**src/stable_priority_queue_defines.svh**
```systemverilog
// shared assertion macros for the priority queue
`ifndef STABLE_PRIORITY_QUEUE_DEFINES_SVH
`define STABLE_PRIORITY_QUEUE_DEFINES_SVH

// same-cycle implication, disabled while in reset
`define SPQ_ASSERT_NOW(label, ck, rn, ante, cons) \
  label: assert property (@(posedge ck) disable iff (!rn) (ante) |-> (cons)) \
    else $error("spq check failed");

// next-cycle implication, disabled while in reset
`define SPQ_ASSERT_NXT(label, ck, rn, ante, cons) \
  label: assert property (@(posedge ck) disable iff (!rn) (ante) |=> (cons)) \
    else $error("spq check failed");

`endif

```
**src/spq_pkg.sv**
```systemverilog
package spq_pkg;

  localparam int CAPACITY = 16;
  localparam int CNT_W    = $clog2(CAPACITY + 1);

  // command codes
  localparam logic [1:0] CMD_INSERT = 2'd0;
  localparam logic [1:0] CMD_POP    = 2'd1;
  localparam logic [1:0] CMD_PEEK   = 2'd2;

  // result status codes
  localparam logic [1:0] STAT_OK    = 2'd0;
  localparam logic [1:0] STAT_EMPTY = 2'd1;
  localparam logic [1:0] STAT_FULL  = 2'd2;

  typedef struct packed {
    logic signed [15:0] prio;
    logic [15:0]        id;
  } entry_t;

  typedef struct packed {
    logic capture;
    logic exec;
  } ctrl_t;

  typedef struct packed {
    logic queue_empty;
    logic queue_full;
  } stat_t;

  typedef enum logic [2:0] {
    S_IDLE = 3'b001,
    S_EXEC = 3'b010,
    S_DONE = 3'b100
  } state_t;

endpackage

```
**src/spq_in_if.sv**
```systemverilog
interface spq_in_if;
  logic               valid;
  logic               ready;
  logic [1:0]         cmd;
  logic [15:0]        task_id;
  logic signed [15:0] task_priority;

  modport source (output valid, output cmd, output task_id, output task_priority,
                  input ready);
  modport sink (input valid, input cmd, input task_id, input task_priority,
                output ready);
endinterface

```
**src/spq_out_if.sv**
```systemverilog
interface spq_out_if;
  logic        valid;
  logic        ready;
  logic [1:0]  status;
  logic [15:0] head_id;
  logic        queue_empty;
  logic [4:0]  entry_count;

  modport source (output valid, output status, output head_id, output queue_empty,
                  output entry_count, input ready);
  modport sink (input valid, input status, input head_id, input queue_empty,
                input entry_count, output ready);
endinterface

```
**src/spq_ctrl.sv**
```systemverilog
`include "stable_priority_queue_defines.svh"

module spq_ctrl (
  input  logic           clk,
  input  logic           rst_n,
  input  logic           in_valid,
  output logic           in_ready,
  output logic           out_valid,
  input  logic           out_ready,
  output spq_pkg::ctrl_t ctl,
  input  spq_pkg::stat_t sts
);

  spq_pkg::state_t state_r, state_nxt;

  always_comb begin
    state_nxt = state_r;
    case (state_r)
      spq_pkg::S_IDLE: begin
        if (in_valid) state_nxt = spq_pkg::S_EXEC;
      end
      spq_pkg::S_EXEC: begin
        state_nxt = spq_pkg::S_DONE;
      end
      spq_pkg::S_DONE: begin
        if (out_ready) state_nxt = spq_pkg::S_IDLE;
      end
      default: begin
        state_nxt = spq_pkg::S_IDLE;
      end
    endcase
  end

  always_ff @(posedge clk) begin
    if (!rst_n) begin
      state_r <= spq_pkg::S_IDLE;
    end else begin
      state_r <= state_nxt;
    end
  end

  assign in_ready    = (state_r == spq_pkg::S_IDLE);
  assign out_valid   = (state_r == spq_pkg::S_DONE);
  assign ctl.capture = in_valid && in_ready;
  assign ctl.exec    = (state_r == spq_pkg::S_EXEC);

  // sequencing checks
  `SPQ_ASSERT_NXT(a_capture_then_exec, clk, rst_n, ctl.capture, ctl.exec)
  `SPQ_ASSERT_NXT(a_exec_then_result, clk, rst_n, ctl.exec, out_valid && !in_ready)
  `SPQ_ASSERT_NXT(a_taken_then_ready, clk, rst_n, out_valid && out_ready, in_ready)
  `SPQ_ASSERT_NOW(a_full_not_empty, clk, rst_n, sts.queue_full, !sts.queue_empty)

endmodule

```
**src/spq_datapath.sv**
```systemverilog
`include "stable_priority_queue_defines.svh"

module spq_datapath (
  input  logic               clk,
  input  logic               rst_n,
  input  spq_pkg::ctrl_t     ctl,
  input  logic [1:0]         cmd,
  input  logic [15:0]        task_id,
  input  logic signed [15:0] task_priority,
  output logic [1:0]         status,
  output logic [15:0]        head_id,
  output logic               queue_empty,
  output logic [4:0]         entry_count,
  output spq_pkg::stat_t     sts
);

  localparam int CAP = spq_pkg::CAPACITY;
  localparam int CW  = spq_pkg::CNT_W;

  // latched operation
  logic [1:0]         op_cmd_r;
  logic [15:0]        op_id_r;
  logic signed [15:0] op_prio_r;

  // sorted entry cells, highest priority at index 0
  spq_pkg::entry_t ent_r   [CAP];
  spq_pkg::entry_t ent_nxt [CAP];
  logic [CW-1:0]   count_r, count_nxt;

  // result register
  logic [1:0]  res_status_r, res_status_nxt;
  logic [15:0] res_head_r, res_head_nxt;
  logic [CW-1:0] res_count_r;

  logic [CAP-1:0] less;
  logic [CAP-1:0] less_prev;
  logic           is_full;
  logic           is_empty;
  logic           ins_ok;
  logic           pop_ok;
  spq_pkg::entry_t new_ent;

  assign is_full  = (count_r == CW'(CAP));
  assign is_empty = (count_r == '0);
  assign new_ent  = '{prio: op_prio_r, id: op_id_r};

  // executing an insert that fits, or a pop on a non-empty list
  assign ins_ok = ctl.exec && (op_cmd_r == spq_pkg::CMD_INSERT) && !is_full;
  assign pop_ok = ctl.exec && (op_cmd_r == spq_pkg::CMD_POP) && !is_empty;

  // per-cell compare: stored entry is valid and of strictly lower priority
  always_comb begin
    for (int k = 0; k < CAP; k++) begin
      less[k] = (CW'(k) < count_r) && (ent_r[k].prio < op_prio_r);
    end
  end

  assign less_prev = {less[CAP-2:0], 1'b0};

  always_comb begin
    for (int k = 0; k < CAP; k++) begin
      ent_nxt[k] = ent_r[k];
    end
    count_nxt      = count_r;
    res_status_nxt = spq_pkg::STAT_OK;
    res_head_nxt   = '0;
    case (op_cmd_r)
      spq_pkg::CMD_INSERT: begin
        if (is_full) begin
          res_status_nxt = spq_pkg::STAT_FULL;
        end else begin
          for (int k = 0; k < CAP; k++) begin
            if (less_prev[k]) begin
              ent_nxt[k] = ent_r[(k + CAP - 1) % CAP];
            end else if (less[k] || (CW'(k) == count_r)) begin
              ent_nxt[k] = new_ent;
            end
          end
          count_nxt = count_r + 1'b1;
        end
      end
      spq_pkg::CMD_POP: begin
        if (is_empty) begin
          res_status_nxt = spq_pkg::STAT_EMPTY;
        end else begin
          res_head_nxt = ent_r[0].id;
          for (int k = 0; k < CAP - 1; k++) begin
            ent_nxt[k] = ent_r[k + 1];
          end
          count_nxt = count_r - 1'b1;
        end
      end
      spq_pkg::CMD_PEEK: begin
        if (is_empty) begin
          res_status_nxt = spq_pkg::STAT_EMPTY;
        end else begin
          res_head_nxt = ent_r[0].id;
        end
      end
      default: begin
        res_status_nxt = spq_pkg::STAT_OK;
      end
    endcase
  end

  always_ff @(posedge clk) begin
    if (ctl.capture) begin
      op_cmd_r  <= cmd;
      op_id_r   <= task_id;
      op_prio_r <= task_priority;
    end
    if (ctl.exec) begin
      for (int k = 0; k < CAP; k++) begin
        ent_r[k] <= ent_nxt[k];
      end
      res_status_r <= res_status_nxt;
      res_head_r   <= res_head_nxt;
      res_count_r  <= count_nxt;
    end
  end

  always_ff @(posedge clk) begin
    if (!rst_n) begin
      count_r <= '0;
    end else if (ctl.exec) begin
      count_r <= count_nxt;
    end
  end

  assign status          = res_status_r;
  assign head_id         = res_head_r;
  assign queue_empty     = (res_count_r == '0);
  assign entry_count     = 5'(res_count_r);
  assign sts.queue_empty = is_empty;
  assign sts.queue_full  = is_full;

  // count bookkeeping
  `SPQ_ASSERT_NOW(a_count_bound, clk, rst_n, 1'b1, count_r <= CW'(CAP))
  `SPQ_ASSERT_NXT(a_insert_grows, clk, rst_n, ins_ok, count_r == CW'($past(count_r) + 1'b1))
  `SPQ_ASSERT_NXT(a_pop_shrinks, clk, rst_n, pop_ok, count_r == CW'($past(count_r) - 1'b1))

endmodule

```
**src/stable_priority_queue.sv**
```systemverilog
// an accepted input beat is captured, then executed, before out valid rises
// operations do not overlap: the single controller sequence (capture, execute,
//   hand-off) takes a new input only after out ready has taken the result
// reset: synchronous active-low rst_n clears the entry count and controller state;
//   task entries are not cleared, only entries below the count are ever read
module stable_priority_queue (
  input  logic       clk,
  input  logic       rst_n,
  spq_in_if.sink     in_ch,
  spq_out_if.source  out_ch
);

  // command and status bundles between controller and datapath
  spq_pkg::ctrl_t ctl;
  spq_pkg::stat_t sts;

  // controller: idle -> execute -> hold result until taken
  spq_ctrl u_ctrl (
    .clk       (clk),
    .rst_n     (rst_n),
    .in_valid  (in_ch.valid),
    .in_ready  (in_ch.ready),
    .out_valid (out_ch.valid),
    .out_ready (out_ch.ready),
    .ctl       (ctl),
    .sts       (sts)
  );

  // datapath: sorted cell array, each cell compares against the new priority
  // in parallel; insert shifts the lower tail down one cell, pop shifts up
  spq_datapath u_dp (
    .clk           (clk),
    .rst_n         (rst_n),
    .ctl           (ctl),
    .cmd           (in_ch.cmd),
    .task_id       (in_ch.task_id),
    .task_priority (in_ch.task_priority),
    .status        (out_ch.status),
    .head_id       (out_ch.head_id),
    .queue_empty   (out_ch.queue_empty),
    .entry_count   (out_ch.entry_count),
    .sts           (sts)
  );

endmodule
```
**src/flat_wrapper.sv**
```systemverilog
// flat-port wrapper written by rule: the top's interface ports become plain ports
module stable_priority_queue_flat 
  (clk, rst_n, in_ch_valid, in_ch_cmd, in_ch_task_id, in_ch_task_priority, in_ch_ready, out_ch_valid, out_ch_status, out_ch_head_id, out_ch_queue_empty, out_ch_entry_count, out_ch_ready);
  spq_in_if in_ch_i ();
  spq_out_if out_ch_i ();
  input  logic clk;
  input  logic rst_n;
  input wire logic [$bits(in_ch_i.valid)-1:0] in_ch_valid;
  input wire logic [$bits(in_ch_i.cmd)-1:0] in_ch_cmd;
  input wire logic [$bits(in_ch_i.task_id)-1:0] in_ch_task_id;
  input wire logic [$bits(in_ch_i.task_priority)-1:0] in_ch_task_priority;
  output wire logic [$bits(in_ch_i.ready)-1:0] in_ch_ready;
  output wire logic [$bits(out_ch_i.valid)-1:0] out_ch_valid;
  output wire logic [$bits(out_ch_i.status)-1:0] out_ch_status;
  output wire logic [$bits(out_ch_i.head_id)-1:0] out_ch_head_id;
  output wire logic [$bits(out_ch_i.queue_empty)-1:0] out_ch_queue_empty;
  output wire logic [$bits(out_ch_i.entry_count)-1:0] out_ch_entry_count;
  input wire logic [$bits(out_ch_i.ready)-1:0] out_ch_ready;
  assign in_ch_i.valid = in_ch_valid;
  assign in_ch_i.cmd = in_ch_cmd;
  assign in_ch_i.task_id = in_ch_task_id;
  assign in_ch_i.task_priority = in_ch_task_priority;
  assign in_ch_ready = in_ch_i.ready;
  assign out_ch_valid = out_ch_i.valid;
  assign out_ch_status = out_ch_i.status;
  assign out_ch_head_id = out_ch_i.head_id;
  assign out_ch_queue_empty = out_ch_i.queue_empty;
  assign out_ch_entry_count = out_ch_i.entry_count;
  assign out_ch_i.ready = out_ch_ready;
  stable_priority_queue u_core (.clk(clk), .rst_n(rst_n), .in_ch(in_ch_i), .out_ch(out_ch_i));
endmodule
```
**config.mk**
```make
export PLATFORM = sky130hd
export DESIGN_NAME = stable_priority_queue_flat
export DESIGN_NICKNAME = d
export VERILOG_FILES = /design/src/spq_pkg.sv /design/src/spq_in_if.sv /design/src/spq_out_if.sv /design/src/spq_ctrl.sv /design/src/spq_datapath.sv /design/src/stable_priority_queue.sv /design/src/flat_wrapper.sv
export VERILOG_INCLUDE_DIRS = /design/src /design/src/src
export SDC_FILE = /design/constraint.sdc
export NUM_CORES = 1
export LEC_CHECK = 0
export ABC_AREA = 1
export ABC_CLOCK_PERIOD_IN_PS = 6060
export BUFFER_PORTS_ARGS = -buffer_cell sky130_fd_sc_hd__buf_2
export CORE_MARGIN = 4
export CORE_UTILIZATION = 66
export CTS_BUF_LIST = sky130_fd_sc_hd__clkbuf_8
export CTS_CLUSTER_DIAMETER = 150
export DETAILED_ROUTE_END_ITERATION = 10
export PLACE_DENSITY_LB_ADDON = 0.1
export SYNTH_ARGS = -nofsm -noshare
export SYNTH_HDL_FRONTEND = slang
export SYNTH_SLANG_ARGS = --single-unit
```
**constraint.sdc**
```tcl
create_clock -name clk -period 6.06 [get_ports clk]
set_input_delay 0.303 -clock clk [delete_from_list [all_inputs] [get_ports clk]]
set_output_delay 0.303 -clock clk [all_outputs]
set_load 0.1 [all_outputs]
```
==> summary.md <==
| Metric | Value |
|---|---|
| # IOs | `64` |
| Most frequent cell after synthesis | `nand2_1` |
| Max_cap viols | `0` |
| PostCTS Resize Cnt | `0` |
| Unrepaired setup endpoints after global routing | `false` |
| DR vias | `~33k` |
| Number of global-route vias before repair | `approximately 32k` |
| Most frequent cells after synthesis | `nand2_1 (1672), inv_1 (599), edfxtp_1 (569)` |
| H-tree depth | `3` |
| Root Driver | `clkbuf_8` |
| Critical path type | `reg -> reg` |
| CTS buffer count | `102` |
| Via density | `about 5.9` |
| Synth area leaders | `edfxtp_1 (45%), nand2_1 (16%), ha_1 (8.1%)` |
| First-pass GRT wire length | `~170 mm` |
| Status | `finished, final reports clean` |
| Global route overflow | `0` |
| Pre-CTS setup slack | `1.76 ns` |
| Ys async rst share | `0%` |
| Sw Ratio | `31.2%` |
| Clock Path Buffers | `3` |
| Fillers | `4571` |
| Worst clock skew | `0.0451 ns` |
| Layout cells sized above 1 | `roughly 7.1%` |
| Detailed-route DRC error count | `0` |
| Layout area overhead | `6.99%` |
| Detailed Place HPWL | `just under 70 mm` |
| Synth area leader | `edfxtp_1` |
| Starting Density | `67.2%` |
| Max Fclk | `0.230 GHz` |
| IO Port Bufs | `63` |
| DRT Wirelength | `102 mm` |
| Peak supply drop | `approximately 0.21 mV` |
| Seq/Total Area, Yosys | `45.1%` |
| Wire per inst | `18.1 um` |
| Switching pwr | `0.00307 W` |
| Sequential power share | `46.6%` |
| Critical Path Fanout Max | `34` |
| Die width | `249 um` |
| Drt initial violations | `3290` |
| Post-synth EDFFs | `569` |
| Comb pwr share | `19.6%` |
| Rel. slew slack | `15.1%` |
| Mapped Area | `38200 sq um` |
| Critical path startpoint category | `flop` |
| Ys Warns | `0` |
| # Post-CTS Setup Buffers | `0` |
| Router iterations before antenna repair | `8` |
| Critical path required time | `6.43 ns` |
| GRT met2 Usage | `51.9%` |
| Initial antenna violation count | `2` |
| Hold crit path type | `in -> reg` |
| # setup viols final | `0` |
| Post-route setup slack | `1.72 ns` |
| GR Util met1 | `44.0%` |
| Final ANT Viol Nets | `0` |
| Critical Path AT | `~4.7 ns` |
| Min Clock Period, post-route | `4.34 ns` |
| Routability congestion estimate | `0.916` |
| Worst hold margin | `0.297 ns` |
| Worst-path clk slew | `0.05 ns` |
| Setup_tns | `0 ns` |
| Fin crit share | `71.7%` |
| Clk sinks | `577` |
| Tot Pwr | `0.00985 W` |
| Post-synth cell types | `44` |
| Slew @ Worst Pin | `approximately 1.3 ns` |
| Rows | `87` |
| GRT Resource Usage Total | `31.9%` |
| GRT met3 Usage | `5.29%` |
| Core Footprint | `around 57000 sq um` |
| Final Max Slew Viols | `0` |
| Post-Synthesis Cells | `4810` |
| Die area | `about 62000 sq um` |
| Die Span Y | `249 um` |
| Worst skew pair latency | `0.73 ns` |
| CTS tree | `yes` |
| #FFs+latches synth | `577` |
| Final-report hold violation count | `0` |
| P_leak | `19.7 nW` |
| Syn Nets | `a little over 5k` |
| Nets | `5069` |
| Critical Path Sink Type | `flop` |
| Most used DFF post-synth | `edfxtp_1` |
| Clock share of power | `33.8%` |
| Yosys top cell area share | `44.7%` |
| Power Internal | `0.00678 W` |
| Syn Area/Cell | `slightly below 8 sq um` |
| Busiest layer in global routing | `met2` |
| Cell Pwr Density | `between 200 and 250 nW/um^2` |
| Largest net degree at the start of global routing | `161` |
[routing by layer]
| metal | routed length (um) | vias to the layer above |
|---|---|---|
| met3 | 8700 | 257 |
| li1 | - | 16100 |
| met1 | 42900 | 15100 |
| met5 | 11 | - |
| met2 | 47100 | 1532 |
| met4 | 2960 | 2 |
[kinds of logic after synthesis]
| logic type | Yosys count | share of synthesized area, % |
|---|---|---|
| DFF | 577 | 45.1 |
| AOI/OAI and AO/OA | 232 | 3.46 |
| buffers and inverters | 942 | 10.2 |
| and+or+nand+nor | 2809 | 33.0 |
| adders and majority gates | 248 | 8.12 |
| xor gates and xnor gates | 2 | 0.0459 |
[power by group through the flow]
stage	Clock (W)	Sequential (W)	Combinational, W
floorplan	0	0.00468	0.00139
global placement	0	0.00467	0.00182
detailed placement	0	0.00467	0.00187
CTS	0.00338	0.00459	0.00190
global route	0.00356	0.00459	0.00216
finish	0.00333	0.00459	0.00193
[metrics by stage]
step / utilization [%] / cells / instance area, sq um
after CTS: 71.9 / 5617 / 40900
after detailed placement: 68.1 / 5396 / 38700
after floorplan: - / 4810 / 38200
final: 71.9 / 5618 / 40900
after global placement: 68.1 / 5396 / 38700
after global routing: 71.9 / 5618 / 40900
[sequential cells by signal (all words and copies together) (netlist names)]
name                     count
u_core.u_dp.op_id_r         16
u_core.u_dp.status           2
u_core.u_dp.op_prio_r       16
u_core.u_dp.entry_count      5
u_core.u_dp.op_cmd_r         2
u_core.u_dp.ent_r          512
u_core.u_dp.head_id         16
u_core.u_ctrl.state_r        3
u_core.u_dp.count_r          5
[cell usage in the layout, fill, tap and decap left out, types with 3 or more instances in the layout]
cell,Yosys,routed
a21oi_1,120,120
a21oi_2,10,10
a31oi_1,6,5
buf_12,0,3
buf_2,85,63
buf_4,10,85
clkbuf_8,0,102
clkinv_1,16,47
clkinv_2,0,6
dfxtp_1,8,8
dlygate4sd3_1,0,39
edfxtp_1,569,569
ha_1,248,247
inv_1,599,633
inv_2,6,6
nand2_1,1672,1672
nand2_2,11,11
nand3_1,496,496
nand3_2,12,12
nand3_4,10,10
nand4_1,454,454
nor2_1,133,121
nor2_2,1,11
nor2_4,2,4
nor3_1,12,11
o21a_1,11,11
o21ai_0,33,33
o21ai_2,1,4
o21bai_1,3,3
o22ai_1,33,33
[final timing paths]
check	slack, ns	end	startpoint	cells after the start
max	1.72	u_core.u_dp.ent_r[1][165]	u_core.u_dp.op_prio_r[8]	15
min	0.30	u_core.u_dp.op_prio_r[6]	in_ch_task_priority[6]	2
max reg2reg	1.72	u_core.u_dp.ent_r[1][165]	u_core.u_dp.op_prio_r[8]	15
min reg2reg	0.51	u_core.u_dp.ent_r[1][202]	u_core.u_dp.ent_r[1][234]	2
[layout make-up]
| type | instances | area [sq um] | share of cell area (%) |
|---|---|---|---|
| sequential | 577 | 17200 | 42.2 |
| tap | 756 | 946 | 2.31 |
| clock buffer | 102 | 1400 | 3.43 |
| antenna | 1 | 2.50 | 0.00612 |
| inverter | 621 | 2330 | 5.70 |
| timing repair buffer | 190 | 1400 | 3.43 |
| multi-input combinational | 3291 | 17100 | 41.9 |
| clock inverter | 80 | 413 | 1.01 |
[critical path, stage by stage (launching register included)]
cell	delay, ns
edfxtp_1	0.32
clkinv_1	0.64
buf_4	0.47
ha_1	0.21
nand2_1	0.06
inv_1	0.03
o21ai_0	0.14
a21oi_1	0.09
nor2_1	0.17
nand2_1	0.09
nand2_2	0.44
nand3_4	0.47
nand3_1	0.20
nand2_1	0.07
inv_1	0.19
buf_4	0.38
[timing repair]
action | CTS | global route
endpoints found under the hold margin | 39 | 0
endpoints found under the setup margin | 0 | 0
hold buffers | 39 | 0
Note: power is estimated with default switching activity, not from simulation.
